--- src/rtl/vti_pkg.sv ---
// ----------------------------------------------------------------------------
// vti_pkg
// types, constants and helpers of the voxel turtle interpreter
// ----------------------------------------------------------------------------
`default_nettype none

package vti_pkg;

  localparam int unsigned STACK_DEPTH  = 32;
  localparam int unsigned COORD_BITS   = 16;
  localparam int unsigned OUT_BITS     = 16;
  localparam int unsigned CNT_BITS     = $clog2(STACK_DEPTH + 1);
  localparam int unsigned SYM_BITS     = 8;
  localparam int unsigned SAMPLE_BITS  = 16;
  localparam int unsigned CHANCE_BITS  = 17;
  localparam int unsigned TYPE_BITS    = 8;
  localparam int unsigned STATUS_BITS  = 2;
  localparam int unsigned APB_DW       = 32;
  localparam int unsigned APB_AW       = 4;
  localparam int unsigned REG_IDX_BITS = 2;

  typedef logic signed [COORD_BITS-1:0] coord_t;
  typedef logic signed [1:0]            unit_t;
  typedef logic signed [OUT_BITS-1:0]   out_coord_t;

  typedef struct packed {
    coord_t x;
    coord_t y;
    coord_t z;
    unit_t  dx;
    unit_t  dy;
    unit_t  dz;
  } turtle_t;

  localparam turtle_t TurtleHome = '{
    x: '0, y: '1, z: '0, dx: 2'sd0, dy: 2'sd1, dz: 2'sd0
  };

  // symbols
  localparam logic [SYM_BITS-1:0] SymTrunk     = 8'h54;  // T
  localparam logic [SYM_BITS-1:0] SymTrunkOpt  = 8'h74;  // t
  localparam logic [SYM_BITS-1:0] SymLeaf      = 8'h4C;  // L
  localparam logic [SYM_BITS-1:0] SymLeafOpt   = 8'h6C;  // l
  localparam logic [SYM_BITS-1:0] SymPush      = 8'h5B;  // [
  localparam logic [SYM_BITS-1:0] SymPop       = 8'h5D;  // ]
  localparam logic [SYM_BITS-1:0] SymZPlus     = 8'h2B;  // +
  localparam logic [SYM_BITS-1:0] SymZMinus    = 8'h2D;  // -
  localparam logic [SYM_BITS-1:0] SymXPlus     = 8'h2A;  // *
  localparam logic [SYM_BITS-1:0] SymXMinus    = 8'h2F;  // /
  localparam logic [SYM_BITS-1:0] SymYPlus     = 8'h3E;  // >
  localparam logic [SYM_BITS-1:0] SymYMinus    = 8'h3C;  // <

  // result status
  localparam logic [STATUS_BITS-1:0] StatusPlaced    = 2'd0;
  localparam logic [STATUS_BITS-1:0] StatusOverflow  = 2'd1;
  localparam logic [STATUS_BITS-1:0] StatusUnderflow = 2'd2;

  // register indexes
  localparam logic [REG_IDX_BITS-1:0] RegTrunkType   = 2'd0;
  localparam logic [REG_IDX_BITS-1:0] RegLeafType    = 2'd1;
  localparam logic [REG_IDX_BITS-1:0] RegTrunkChance = 2'd2;
  localparam logic [REG_IDX_BITS-1:0] RegLeafChance  = 2'd3;

  localparam logic [CHANCE_BITS-1:0] ChanceReset = 17'h10000;

  typedef struct packed {
    logic [TYPE_BITS-1:0]   trunk_type;
    logic [TYPE_BITS-1:0]   leaf_type;
    logic [CHANCE_BITS-1:0] trunk_chance;
    logic [CHANCE_BITS-1:0] leaf_chance;
  } cfg_t;

  typedef struct packed {
    logic push;
    logic pop;
  } stack_ctl_t;

  typedef struct packed {
    out_coord_t             pos_x;
    out_coord_t             pos_y;
    out_coord_t             pos_z;
    logic [TYPE_BITS-1:0]   block_type;
    logic [STATUS_BITS-1:0] status;
  } cube_t;

  function automatic out_coord_t coord_out(coord_t v);
    return OUT_BITS'(v);
  endfunction

  function automatic coord_t coord_step(coord_t p, unit_t d);
    return p + COORD_BITS'(d);
  endfunction

endpackage

`default_nettype wire

--- src/rtl/vti_if.sv ---
// ----------------------------------------------------------------------------
// vti channel interfaces
// symbol request channel and cube result channel
// ----------------------------------------------------------------------------
`default_nettype none

interface vti_sym_if;
  import vti_pkg::*;

  logic                   valid;
  logic                   ready;
  logic [SYM_BITS-1:0]    symbol;
  logic [SAMPLE_BITS-1:0] random_sample;
  logic                   new_tree;

  modport source (output valid, symbol, random_sample, new_tree, input ready);
  modport sink   (input valid, symbol, random_sample, new_tree, output ready);
endinterface

interface vti_cube_if;
  import vti_pkg::*;

  logic                   valid;
  logic                   ready;
  out_coord_t             pos_x;
  out_coord_t             pos_y;
  out_coord_t             pos_z;
  logic [TYPE_BITS-1:0]   block_type;
  logic [STATUS_BITS-1:0] status;

  modport source (output valid, pos_x, pos_y, pos_z, block_type, status, input ready);
  modport sink   (input valid, pos_x, pos_y, pos_z, block_type, status, output ready);
endinterface

`default_nettype wire

--- src/rtl/vti_cell.sv ---
// ----------------------------------------------------------------------------
// vti_cell
// one slot of the shifting turtle stack, loads from above on push and
// from below on pop
// ----------------------------------------------------------------------------
`default_nettype none

module vti_cell (
  input  logic                 clk_i,
  input  vti_pkg::stack_ctl_t  ctl_i,
  input  vti_pkg::turtle_t     up_i,
  input  vti_pkg::turtle_t     down_i,
  output vti_pkg::turtle_t     entry_o
);
  import vti_pkg::*;

  turtle_t entry_q;

  always_ff @(posedge clk_i) begin
    if (ctl_i.push) begin
      entry_q <= up_i;
    end else if (ctl_i.pop) begin
      entry_q <= down_i;
    end
  end

  assign entry_o = entry_q;

endmodule

`default_nettype wire

--- src/rtl/vti_turtle.sv ---
// ----------------------------------------------------------------------------
// vti_turtle
// turtle position, direction and stack fill, symbol decode and cube result
// ----------------------------------------------------------------------------
`default_nettype none

module vti_turtle (
  input  logic                               clk_i,
  input  logic                               rst_ni,
  input  logic                               accept_i,
  input  logic [vti_pkg::SYM_BITS-1:0]       symbol_i,
  input  logic [vti_pkg::SAMPLE_BITS-1:0]    random_sample_i,
  input  logic                               new_tree_i,
  input  vti_pkg::cfg_t                      cfg_i,
  input  vti_pkg::turtle_t                   top_i,
  output vti_pkg::turtle_t                   turtle_o,
  output vti_pkg::stack_ctl_t                ctl_o,
  output logic                               res_valid_o,
  output vti_pkg::cube_t                     res_o
);
  import vti_pkg::*;

  turtle_t             turtle_q, turtle_d, cur, stepped;
  logic [CNT_BITS-1:0] count_q, count_d, cnt;
  logic [CNT_BITS-1:0] cnt_minus;
  logic                trunk_hit, leaf_hit, full, empty;
  logic                res_valid;
  cube_t               res;
  stack_ctl_t          ctl;

  assign cur       = new_tree_i ? TurtleHome : turtle_q;
  assign cnt       = new_tree_i ? '0 : count_q;
  assign cnt_minus = cnt - CNT_BITS'(1);
  assign full      = (cnt == CNT_BITS'(STACK_DEPTH));
  assign empty     = (cnt == '0);
  assign trunk_hit = ({1'b0, random_sample_i} < cfg_i.trunk_chance);
  assign leaf_hit  = ({1'b0, random_sample_i} < cfg_i.leaf_chance);

  always_comb begin
    stepped   = cur;
    stepped.x = coord_step(cur.x, cur.dx);
    stepped.y = coord_step(cur.y, cur.dy);
    stepped.z = coord_step(cur.z, cur.dz);
  end

  always_comb begin
    turtle_d   = cur;
    count_d    = cnt;
    ctl        = '0;
    res_valid  = 1'b0;
    res.pos_x  = coord_out(cur.x);
    res.pos_y  = coord_out(cur.y);
    res.pos_z  = coord_out(cur.z);
    res.block_type = '0;
    res.status = StatusPlaced;
    unique case (symbol_i)
      SymTrunk, SymTrunkOpt, SymLeaf, SymLeafOpt: begin
        if (symbol_i == SymTrunk || symbol_i == SymLeaf ||
            (symbol_i == SymTrunkOpt && trunk_hit) ||
            (symbol_i == SymLeafOpt && leaf_hit)) begin
          turtle_d   = stepped;
          res_valid  = 1'b1;
          res.pos_x  = coord_out(stepped.x);
          res.pos_y  = coord_out(stepped.y);
          res.pos_z  = coord_out(stepped.z);
          res.block_type = (symbol_i == SymTrunk || symbol_i == SymTrunkOpt) ?
                           cfg_i.trunk_type : cfg_i.leaf_type;
        end
      end
      SymPush: begin
        if (full) begin
          res_valid  = 1'b1;
          res.status = StatusOverflow;
        end else begin
          ctl.push = 1'b1;
          count_d  = cnt + CNT_BITS'(1);
        end
      end
      SymPop: begin
        if (empty) begin
          res_valid  = 1'b1;
          res.status = StatusUnderflow;
        end else begin
          ctl.pop  = 1'b1;
          count_d  = cnt_minus;
          turtle_d = top_i;
        end
      end
      SymZPlus: begin
        turtle_d.dx = -cur.dy;
        turtle_d.dy = cur.dx;
      end
      SymZMinus: begin
        turtle_d.dy = -cur.dx;
        turtle_d.dx = cur.dy;
      end
      SymXPlus: begin
        turtle_d.dy = -cur.dz;
        turtle_d.dz = cur.dy;
      end
      SymXMinus: begin
        turtle_d.dz = -cur.dy;
        turtle_d.dy = cur.dz;
      end
      SymYPlus: begin
        turtle_d.dz = -cur.dx;
        turtle_d.dx = cur.dz;
      end
      SymYMinus: begin
        turtle_d.dx = -cur.dz;
        turtle_d.dz = cur.dx;
      end
      default: begin
      end
    endcase
  end

  always_ff @(posedge clk_i or negedge rst_ni) begin
    if (!rst_ni) begin
      turtle_q <= TurtleHome;
      count_q  <= '0;
    end else if (accept_i) begin
      turtle_q <= turtle_d;
      count_q  <= count_d;
    end
  end

  // push loads the current turtle, with a new tree applied
  assign turtle_o    = cur;
  assign ctl_o.push  = ctl.push & accept_i;
  assign ctl_o.pop   = ctl.pop & accept_i;
  assign res_valid_o = res_valid;
  assign res_o       = res;

endmodule

`default_nettype wire

--- src/rtl/voxel_turtle_interpreter.sv ---
// ----------------------------------------------------------------------------
// voxel_turtle_interpreter
// 3-d turtle interpreter for l-system symbols with a shifting turtle stack
// ----------------------------------------------------------------------------
// Usage: symbol requests enter on sym_in (symbol, random_sample, new_tree)
// with a valid/ready handshake. Each request gives zero or one cube result
// on cube_out: a placed cube (status 0) for T, L and taken t, l steps, or
// an overflow (status 1) or underflow (status 2) report for [ and ].
// Registers are written over the APB port: 0 trunk type, 1 leaf type,
// 2 trunk chance, 3 leaf chance, at byte addresses 0, 4, 8 and 12.
// Each result is registered: it is on cube_out the cycle after acceptance.
// Throughput: one request per cycle unless stalled; the turtle update, one
// decode and add stage and one stack cell chain shift all fit in that cycle.
// Stall: while cube_out holds a result that is not taken, sym_in.ready is
// low; a taken result lets a new request in the same cycle.
// Reset: turtle at (0, -1, 0) facing +y, stack empty, types 0, chances
// 65536. The stack cells need no clearing, only filled slots are read.
// ----------------------------------------------------------------------------
`default_nettype none

module voxel_turtle_interpreter (
  input  logic                           clk_i,
  input  logic                           rst_ni,
  input  logic                           psel,
  input  logic                           penable,
  input  logic                           pwrite,
  input  logic [vti_pkg::APB_AW-1:0]     paddr,
  input  logic [vti_pkg::APB_DW-1:0]     pwdata,
  output logic [vti_pkg::APB_DW-1:0]     prdata,
  output logic                           pready,
  vti_sym_if.sink                        sym_in,
  vti_cube_if.source                     cube_out
);
  import vti_pkg::*;

  cfg_t                  cfg_q;
  logic                  cfg_we;
  logic [REG_IDX_BITS-1:0] reg_idx;
  logic                  accept;
  logic                  out_valid_q;
  cube_t                 cube_q;
  logic                  res_valid;
  cube_t                 res;
  stack_ctl_t            ctl;
  turtle_t               turtle;
  turtle_t               stack_q [STACK_DEPTH];

  // config port
  assign pready  = 1'b1;
  assign reg_idx = paddr[APB_AW-1:2];
  assign cfg_we  = psel & penable & pwrite;

  always_ff @(posedge clk_i or negedge rst_ni) begin
    if (!rst_ni) begin
      cfg_q.trunk_type   <= '0;
      cfg_q.leaf_type    <= '0;
      cfg_q.trunk_chance <= ChanceReset;
      cfg_q.leaf_chance  <= ChanceReset;
    end else if (cfg_we) begin
      unique case (reg_idx)
        RegTrunkType:   cfg_q.trunk_type   <= pwdata[TYPE_BITS-1:0];
        RegLeafType:    cfg_q.leaf_type    <= pwdata[TYPE_BITS-1:0];
        RegTrunkChance: cfg_q.trunk_chance <= pwdata[CHANCE_BITS-1:0];
        RegLeafChance:  cfg_q.leaf_chance  <= pwdata[CHANCE_BITS-1:0];
      endcase
    end
  end

  always_comb begin
    unique case (reg_idx)
      RegTrunkType:   prdata = APB_DW'(cfg_q.trunk_type);
      RegLeafType:    prdata = APB_DW'(cfg_q.leaf_type);
      RegTrunkChance: prdata = APB_DW'(cfg_q.trunk_chance);
      RegLeafChance:  prdata = APB_DW'(cfg_q.leaf_chance);
    endcase
  end

  // request handshake
  assign sym_in.ready = ~out_valid_q | cube_out.ready;
  assign accept       = sym_in.valid & sym_in.ready;

  vti_turtle u_turtle (
    .clk_i           (clk_i),
    .rst_ni          (rst_ni),
    .accept_i        (accept),
    .symbol_i        (sym_in.symbol),
    .random_sample_i (sym_in.random_sample),
    .new_tree_i      (sym_in.new_tree),
    .cfg_i           (cfg_q),
    .top_i           (stack_q[0]),
    .turtle_o        (turtle),
    .ctl_o           (ctl),
    .res_valid_o     (res_valid),
    .res_o           (res)
  );

  // stack cell chain, slot 0 is the top
  for (genvar i = 0; i < STACK_DEPTH; i++) begin : g_cell
    turtle_t up, down;
    if (i == 0) begin : g_head
      assign up = turtle;
    end else begin : g_body
      assign up = stack_q[i-1];
    end
    if (i == STACK_DEPTH - 1) begin : g_tail
      assign down = stack_q[i];
    end else begin : g_mid
      assign down = stack_q[i+1];
    end
    vti_cell u_cell (
      .clk_i   (clk_i),
      .ctl_i   (ctl),
      .up_i    (up),
      .down_i  (down),
      .entry_o (stack_q[i])
    );
  end

  // result register
  always_ff @(posedge clk_i or negedge rst_ni) begin
    if (!rst_ni) begin
      out_valid_q <= 1'b0;
    end else if (accept) begin
      out_valid_q <= res_valid;
    end else if (cube_out.ready) begin
      out_valid_q <= 1'b0;
    end
  end

  always_ff @(posedge clk_i) begin
    if (accept && res_valid) begin
      cube_q <= res;
    end
  end

  assign cube_out.valid      = out_valid_q;
  assign cube_out.pos_x      = cube_q.pos_x;
  assign cube_out.pos_y      = cube_q.pos_y;
  assign cube_out.pos_z      = cube_q.pos_z;
  assign cube_out.block_type = cube_q.block_type;
  assign cube_out.status     = cube_q.status;

endmodule

`default_nettype wire

--- src/flat_wrapper.sv ---
// flat-port wrapper written by rule: the top's interface ports become plain ports
module voxel_turtle_interpreter_flat import vti_pkg::*;
  (clk_i, rst_ni, psel, penable, pwrite, paddr, pwdata, prdata, pready, sym_in_valid, sym_in_symbol, sym_in_random_sample, sym_in_new_tree, sym_in_ready, cube_out_valid, cube_out_pos_x, cube_out_pos_y, cube_out_pos_z, cube_out_block_type, cube_out_status, cube_out_ready);
  vti_sym_if sym_in_i ();
  vti_cube_if cube_out_i ();
  input  logic clk_i;
  input  logic rst_ni;
  input  logic psel;
  input  logic penable;
  input  logic pwrite;
  input  logic [vti_pkg::APB_AW-1:0] paddr;
  input  logic [vti_pkg::APB_DW-1:0] pwdata;
  output logic [vti_pkg::APB_DW-1:0] prdata;
  output logic pready;
  input wire logic [$bits(sym_in_i.valid)-1:0] sym_in_valid;
  input wire logic [$bits(sym_in_i.symbol)-1:0] sym_in_symbol;
  input wire logic [$bits(sym_in_i.random_sample)-1:0] sym_in_random_sample;
  input wire logic [$bits(sym_in_i.new_tree)-1:0] sym_in_new_tree;
  output wire logic [$bits(sym_in_i.ready)-1:0] sym_in_ready;
  output wire logic [$bits(cube_out_i.valid)-1:0] cube_out_valid;
  output wire logic [$bits(cube_out_i.pos_x)-1:0] cube_out_pos_x;
  output wire logic [$bits(cube_out_i.pos_y)-1:0] cube_out_pos_y;
  output wire logic [$bits(cube_out_i.pos_z)-1:0] cube_out_pos_z;
  output wire logic [$bits(cube_out_i.block_type)-1:0] cube_out_block_type;
  output wire logic [$bits(cube_out_i.status)-1:0] cube_out_status;
  input wire logic [$bits(cube_out_i.ready)-1:0] cube_out_ready;
  assign sym_in_i.valid = sym_in_valid;
  assign sym_in_i.symbol = sym_in_symbol;
  assign sym_in_i.random_sample = sym_in_random_sample;
  assign sym_in_i.new_tree = sym_in_new_tree;
  assign sym_in_ready = sym_in_i.ready;
  assign cube_out_valid = cube_out_i.valid;
  assign cube_out_pos_x = cube_out_i.pos_x;
  assign cube_out_pos_y = cube_out_i.pos_y;
  assign cube_out_pos_z = cube_out_i.pos_z;
  assign cube_out_block_type = cube_out_i.block_type;
  assign cube_out_status = cube_out_i.status;
  assign cube_out_i.ready = cube_out_ready;
  voxel_turtle_interpreter u_core (.clk_i(clk_i), .rst_ni(rst_ni), .psel(psel), .penable(penable), .pwrite(pwrite), .paddr(paddr), .pwdata(pwdata), .prdata(prdata), .pready(pready), .sym_in(sym_in_i), .cube_out(cube_out_i));
endmodule
--- config.mk ---
export PLATFORM = sky130hd
export DESIGN_NAME = voxel_turtle_interpreter_flat
export DESIGN_NICKNAME = d
export VERILOG_FILES = /design/src/rtl/vti_pkg.sv /design/src/rtl/vti_if.sv /design/src/rtl/vti_cell.sv /design/src/rtl/vti_turtle.sv /design/src/rtl/voxel_turtle_interpreter.sv /design/src/flat_wrapper.sv
export SDC_FILE = /design/constraint.sdc
export NUM_CORES = 2
export LEC_CHECK = 0
export BUFFER_PORTS_ARGS = -buffer_cell sky130_fd_sc_hd__buf_2
export CAP_MARGIN = 20
export CELL_PAD_IN_SITES_DETAIL_PLACEMENT = 2
export CELL_PAD_IN_SITES_GLOBAL_PLACEMENT = 2
export CORE_ASPECT_RATIO = 1.75
export CORE_MARGIN = 2
export CORE_UTILIZATION = 42
export DETAILED_ROUTE_END_ITERATION = 10
export GPL_TIMING_DRIVEN = 0
export PLACE_DENSITY_LB_ADDON = 0.1
export SLEW_MARGIN = 10
export SYNTH_ARGS = -nofsm -noshare
export SYNTH_HDL_FRONTEND = slang
export SYNTH_SLANG_ARGS = --single-unit
--- constraint.sdc ---
create_clock -name clk_i -period 95.9 [get_ports clk_i]
set_input_delay 19.18 -clock clk_i [delete_from_list [all_inputs] [get_ports clk_i]]
set_output_delay 19.18 -clock clk_i [all_outputs]
set_load 0.05 [all_outputs]
### Yosys cells after proc, flatten, opt, wreduce, memory -nomap -nowiden

Cells that the tools add are included.

| storage, ports and cells | value |
|---|---|
| flip-flop bits (word level) | 1897 |
| latch bits | 0 |
| RAM bits | 0 |
| memory bits (read-only) | 0 |
| memories | 0 |

| operators by class | value |
|---|---|
| $add $sub $neg | 8 |
| multiply operators | 0 |
| divide/modulo/power cells | 0 |
| $lt $le $gt $ge | 2 |
| eq/ne operators | 16 |
| shift operators | 0 |
| mux-type cells | 90 |
| bitwise operators | 7 |
| reductions and logical operators | 17 |

Operator list:

| kind | number |
|---|---|
| 54-bit 2-to-1 mux | 65 |
| 32-bit case mux with 4 select lines | 1 |
| 56-bit 2-to-1 mux | 2 |
| 48-bit case mux with 2 select lines | 1 |
| 16-bit by 2-bit adder with 16-bit output | 3 |
| 8-bit by 6-bit == test with 1-bit output (second input constant) | 6 |
| 8-bit by 7-bit == test with 1-bit output (second input constant) | 6 |
| 2-bit case mux with 6 select lines | 3 |
| 16-bit by 17-bit < comparator with 1-bit output | 2 |
| 6-bit 2-to-1 mux | 3 |
| 6-bit case mux with 2 select lines | 1 |
| 1-bit 2-to-1 mux | 10 |
| 2-bit AND reduction | 5 |
| 8-bit 2-to-1 mux | 1 |
| 6-bit by 1-bit adder with 6-bit output (second input constant) | 1 |
| 6-bit == test (second input constant) | 1 |
| 6-bit logical NOT | 1 |
| 2-bit negator | 3 |
| 6-bit by 1-bit subtractor with 6-bit output (second input constant) | 1 |
| 1-bit AND | 5 |
| 2-bit == test (second input constant) | 2 |
| 1-bit logical OR | 4 |
| 2-bit case mux with 2 select lines | 1 |
| 2-bit nonzero test | 2 |
| 8 further kinds | 10 |

### Longest topological paths before layout

| depth | value |
|---|---|
| depth after elaboration | 7 |
| gate-level depth with buffers | 14 |
| depth with buffers taken out | 14 |

### Cells and area by module

A second synthesis with hierarchy kept.

| second synthesis, totals | value |
|---|---|
| cells, all modules | 4913 |
| area, all modules | 92901.6 um^2 |

Modules (own cells, without submodules):

| module | times used | cells an instance | area each (um^2) | seq. area each (um^2) |
|---|---|---|---|---|
| vti_cell | 32 | 115 | 2531.2 | 1621.6 |
| vti_turtle | 1 | 1013 | 7679.9 | 1522.7 |
| voxel_turtle_interpreter | 1 | 220 | 4224.1 | 3020.4 |

### Least setup slack after synthesis

Ideal clock, no wire load.

| timing path | value |
|---|---|
| kind | input -> register |
| start | input port sym_in_new_tree |
| end | register u_core.g_cell[0].u_cell.entry_q (netlist bit u_core.g_cell[0].u_cell.entry_o[0]), enable pin |
| setup time | 3768 ps |
| data arrival time | 90083 ps |
| slack | 2049 ps |
| stages on the path | 10 |
| path buffers | 3 |
| cells stage by stage | inv_1 -> clkbuf_1 -> buf_1 -> nand2_1 -> ha_1 -> o21a_1 -> nor2_1 -> clkbuf_1 -> nor2_1 -> nor2_1 |

| on the way | value |
|---|---|
| longest elaborated chain between the ends | 6 |
| elaborated cells on any way between the ends | 10 |

RTL lines:

| what | line | source |
|---|---|---|
| start: declaration | flat_wrapper.sv:18 | `input wire logic [$bits(sym_in_i.new_tree)-1:0] sym_in_new_tree;` |
| 6-bit 2-to-1 mux (*) | vti_turtle.sv:32 | `assign cnt = new_tree_i ? '0 : count_q;` |
| 6-bit == test / 6-bit logical NOT (equally long branches) | vti_turtle.sv:34, vti_turtle.sv:35 |  |
| 1-bit 2-to-1 mux (on tied branches) | vti_turtle.sv:71, vti_turtle.sv:80 |  |
| 1-bit 2-to-1 mux | vti_turtle.sv:56 | `unique case (symbol_i)` |
| 1-bit AND (on tied branches) | vti_turtle.sv:130, vti_turtle.sv:131 |  |
| 2-bit nonzero test (no line) (*) | -- |  |
| end signal: assignment | vti_cell.sv:21 | `entry_q <= up_i;` |
| end signal: assignment | vti_cell.sv:23 | `entry_q <= down_i;` |
| end: declaration | vti_cell.sv:17 | `turtle_t entry_q;` |

Mark *: on every way between the ends. The rest lies on a longest branch, timed or not.
A chain may end at the register's enable or synchronous reset.

### Worst setup path after layout

| timing path | value |
|---|---|
| start | input port paddr[2] in the netlist's numbering |
| end | output port prdata[15] in the netlist's numbering |

| on the way | value |
|---|---|
| longest elaborated chain between the ends | 2 |
| elaborated cells on any way between the ends | 5 |

RTL lines:

| what | line | source |
|---|---|---|
| start: declaration | flat_wrapper.sv:11 | `input logic [vti_pkg::APB_AW-1:0] paddr;` |
| 2-bit == test, or another cell as far along | voxel_turtle_interpreter.sv:70 | `unique case (reg_idx)` |
| 32-bit case mux with 4 select lines (*) | voxel_turtle_interpreter.sv:70 |  |
| end: declaration | flat_wrapper.sv:13 | `output logic [vti_pkg::APB_DW-1:0] prdata;` |

Mark *: on every way between the ends. The rest lies on a longest branch, timed or not. The select of a mux whose other input is x is not followed.

==> flow_summary_export.csv <==
group,metric,value,unit
layout,nets,8941,
job,drv_cap,0,
detailed_routing,vias,60385,
cts,clk_pin_slew,0.06,ns
synth,ys_types,81,
synth,synth.top_cell.area_share,63.8,%
layout,regArea,56400,µm²
synth,yosysMostFrequentCell,"nand2_1",
detailed_routing,drcViolationCount,0,
setup_path,critPathSlowestCell,"buf_1",
layout,final_cells,11553,
cts,cts_tree,"built",
detailed_routing,dr.max_layer_used,"met5",
outcome,status,"complete, no violations",
cts,worstSkewPairLatency,0.84,ns
timing,setup_viol,0,
setup_path,r2r_slack,89.74,ns
global_routing,grt_pass1_vias,69890,
timing,min_period,40.32,ns
floorplanning,core,199000,µm²
detailed_routing,routed-wl-met3,5450,µm
cts,post_cts_resized,0,
synth,synthMuxAreaShare,1.11,%
synth,synth_top_family_by_area,"simple AND/OR/NAND/NOR gates",
detailed_routing,ant_nets,0,
setup_path,reg2reg_from,"u_core.u_turtle.count_q[0]$_DFFE_PN0P_",
layout,fill_cells,20849,
cts,cts_hold_buf,0,
synth,synth-simple-area-share,24.1,%
synth,synth_ff_type,"edfxtp_1",
cts,clock_path_buffers,4,
synth,synth_edf_count,1786,
layout,multi_input_area,25500,µm²
setup_path,cp_cell_sequence,"buf_2 > buf_1 > buf_2 > mux2i_1 > nor2b_1 > buf_2",
setup_path,cp.required,76.72,ns
cts,root_buffer,"clkbuf_16",
floorplanning,num_io_pins,161,
worst_hold_path,holdPathStages,0,
timing,hold_violations,0,
detailed_routing,wl,285000,µm
setup_path,r2r_cells,16,
power,powerDensity,18.1,nW/µm²
setup_path,critPathLaunchType,"input port",
power,ir_worst_vdd,0.0156,mV
global_routing,grt_pass1_wl,431000,µm
synth,syn_area_per_cell,10.0,µm²
synth,ys_seq_area_share,67.1,%
timing,max_freq,24.8,MHz
synth,synth_area,84100,µm²
place,place_congestion,0.889,
timing,clock_skew,0.0377,ns
synth,synthAdderAreaFrac,1.22,%
global_routing,grt_max_degree,71,
floorplanning,dieArea,204000,µm²
timing,rsz0062_at_grt,"false",
timing,holdWs,0.455,ns
detailed_routing,firstDrtPassIters,5,
detailed_routing,wl_per_cell,24.7,µm
place,place_area,89800,µm²
layout,synthToLayoutAreaGrowth,14.0,%
setup_path,timing.rr.end,"u_core.g_cell[29].u_cell.entry_o[44]$_DFFE_PP_",
synth,post-synth-top-area-cell,"edfxtp_1",
setup_path,end_kind,"primary output",
global_routing,grt_use_total,28.0,%
detailed_routing,route.met2.wl,172000,µm
layout,drive_gt1_share,8.36,%
synth,async_reset_ff_share,5.85,%
synth,synth-compound-area-share,3.33,%
cts,cts_buffers,191,
cts,h-tree-depth,4,
setup_path,crit_fanout,10,
floorplanning,fp.dieW,342,µm
detailed_routing,vias_per_cell,5.23,
timing,worst_slew_pin_slew,1.30,ns
place,hpwl,223000,µm
worst_hold_path,min_from,"u_core.g_cell[30].u_cell.entry_o[18]$_DFFE_PP_",
place,port_buffers,127,
power,p_leak,39.6,nW
detailed_routing,route.layer.met1.wl,87300,µm
setup_path,critical-path-top-delay-family,"buffers and inverters",
setup_path,slowest_delay,0.71,ns
place,placedCellCount,11225,
global_routing,overflow,0,
cts,cts_setup_buffers,0,
global_routing,antenna_found_initial,3,
synth,synthCells,8374,
setup_path,cp_num_buf_inv,4,
synth,yosys-top-cells-area,"edfxtp_1 (64%), nand2_1 (23%), dfrtp_1 (2.7%), clkbuf_1 (1.2%), ha_1 (1.1%)",
timing,fin_setup_tns,0,ns
worst_hold_path,holdCritPathClass,"flop to flop",
detailed_routing,drtIter0Drc,2648,
floorplanning,die_height,596,µm
timing,drv_slew,0,
synth,synthTopCellsByCount,"nand2_1 (5054), edfxtp_1 (1786), clkbuf_1 (270)",
synth,yosys_register_bits,1897,
synth,synth_xor_xnor_area_share,0.458,%
floorplanning,rows,217,
setup_path,critical_path_class,"input port to primary output",
timing,post-route-period-util,42.0,%
cts,cts.sinks,1897,
layout,finish.instance_area,95800,µm²
setup_path,crit_path_frequent_cell,"buf_2",
floorplanning,start_util,42.2,%
worst_hold_path,hold_path_end,"u_core.g_cell[31].u_cell.entry_o[18]$_DFFE_PP_",
timing,slew_headroom,13.2,%
layout,postLayoutCoreUtil,48.1,%
setup_path,cp.arrival,21.14,ns
synth,yosys_warnings,0,
-- per-stage QoR --
stage | setup WS [ns] | total power [mW]
3_3_place_gp | -34.12 | 1.00
3_5_place_dp | 55.55 | 0.999
4_1_cts | 55.50 | 1.75
2_1_floorplan | 2.05 | 0.973
5_1_grt | 55.42 | 1.78
6_report | 55.58 | 1.74
-- worst max-delay path by stage --
| stage | slack (ns) | start | depth (start not counted) | end |
|---|---|---|---|---|
| 2_1_floorplan | 2.05 | sym_in_new_tree | 10 | u_core.g_cell[0].u_cell.entry_o[0]$_DFFE_PP_ |
| 3_3_place_gp | -34.12 | sym_in_new_tree | 11 | u_core.g_cell[29].u_cell.entry_o[43]$_DFFE_PP_ |
| 3_5_place_dp | 55.55 | paddr[2] | 6 | prdata[15] |
| 4_1_cts | 55.50 | paddr[2] | 6 | prdata[15] |
| 5_1_grt | 55.42 | paddr[2] | 6 | prdata[15] |
| 6_report | 55.58 | paddr[2] | 6 | prdata[15] |
-- power breakdown --
group / total [mW] / switching (mW) / internal, mW
sequential: 0.908 / 0.00604 / 0.901
clock: 0.757 / 0.334 / 0.423
combinational: 0.0747 / 0.0490 / 0.0257
total: 1.74 / 0.389 / 1.35
-- cell families (layout without fill, tap and decap cells) --
family,Yosys count,after routing
AO/OA/AOI/OAI,442,442
XOR/XNOR,44,44
adder cells (fa/ha/maj),80,80
buffers and inverters,530,1066
flip-flops,1897,1897
multiplexers,77,77
other,2,17
AND/OR/NAND/NOR,5302,5302
-- cells in the final DEF (no fill, tap or decap), drive strengths merged, types with 60 or more instances in the layout --
cell type and instances:
buf 396, clkinv 60, inv 80, nand2 5054, a21oi 120, ha 77
nor2 116, dfrtp 92, o21ai 140, clkbuf 506, edfxtp 1786
-- layout make-up --
class	count	share of cell area [%]
Buffer	454	2.06
Timing Repair Buffer	212	2.47
Inverter	76	0.298
Sequential cell	1897	58.9
Antenna cell	1	0.00261
Multi-Input combinational cell	5961	26.6
Clock buffer	236	5.26
Tap cell	2628	3.43
Clock inverter	88	0.986
-- flip-flops by register name, indices dropped and copies added, names as in the netlist --
| name | cells |
|---|---|
| u_core.u_turtle.count_q | 6 |
| u_core.cube_out.block_type | 8 |
| u_core.g_cell.u_cell.entry_o | 1728 |
| u_core.cube_out.pos_z | 16 |
| u_core.u_turtle.turtle_q | 54 |
| u_core.cube_out.status | 2 |
| u_core.cube_out.valid | 1 |
| u_core.cube_out.pos_y | 16 |
| u_core.cfg_q | 50 |
| u_core.cube_out.pos_x | 16 |
-- routing by layer --
metal	up-vias	GRT usage, %
li1	28407	-
met1	30548	23.8
met2	824	59.5
met3	604	2.57
met4	2	16.9
met5	-	0
Note: power is estimated with default switching activity, not from simulation.
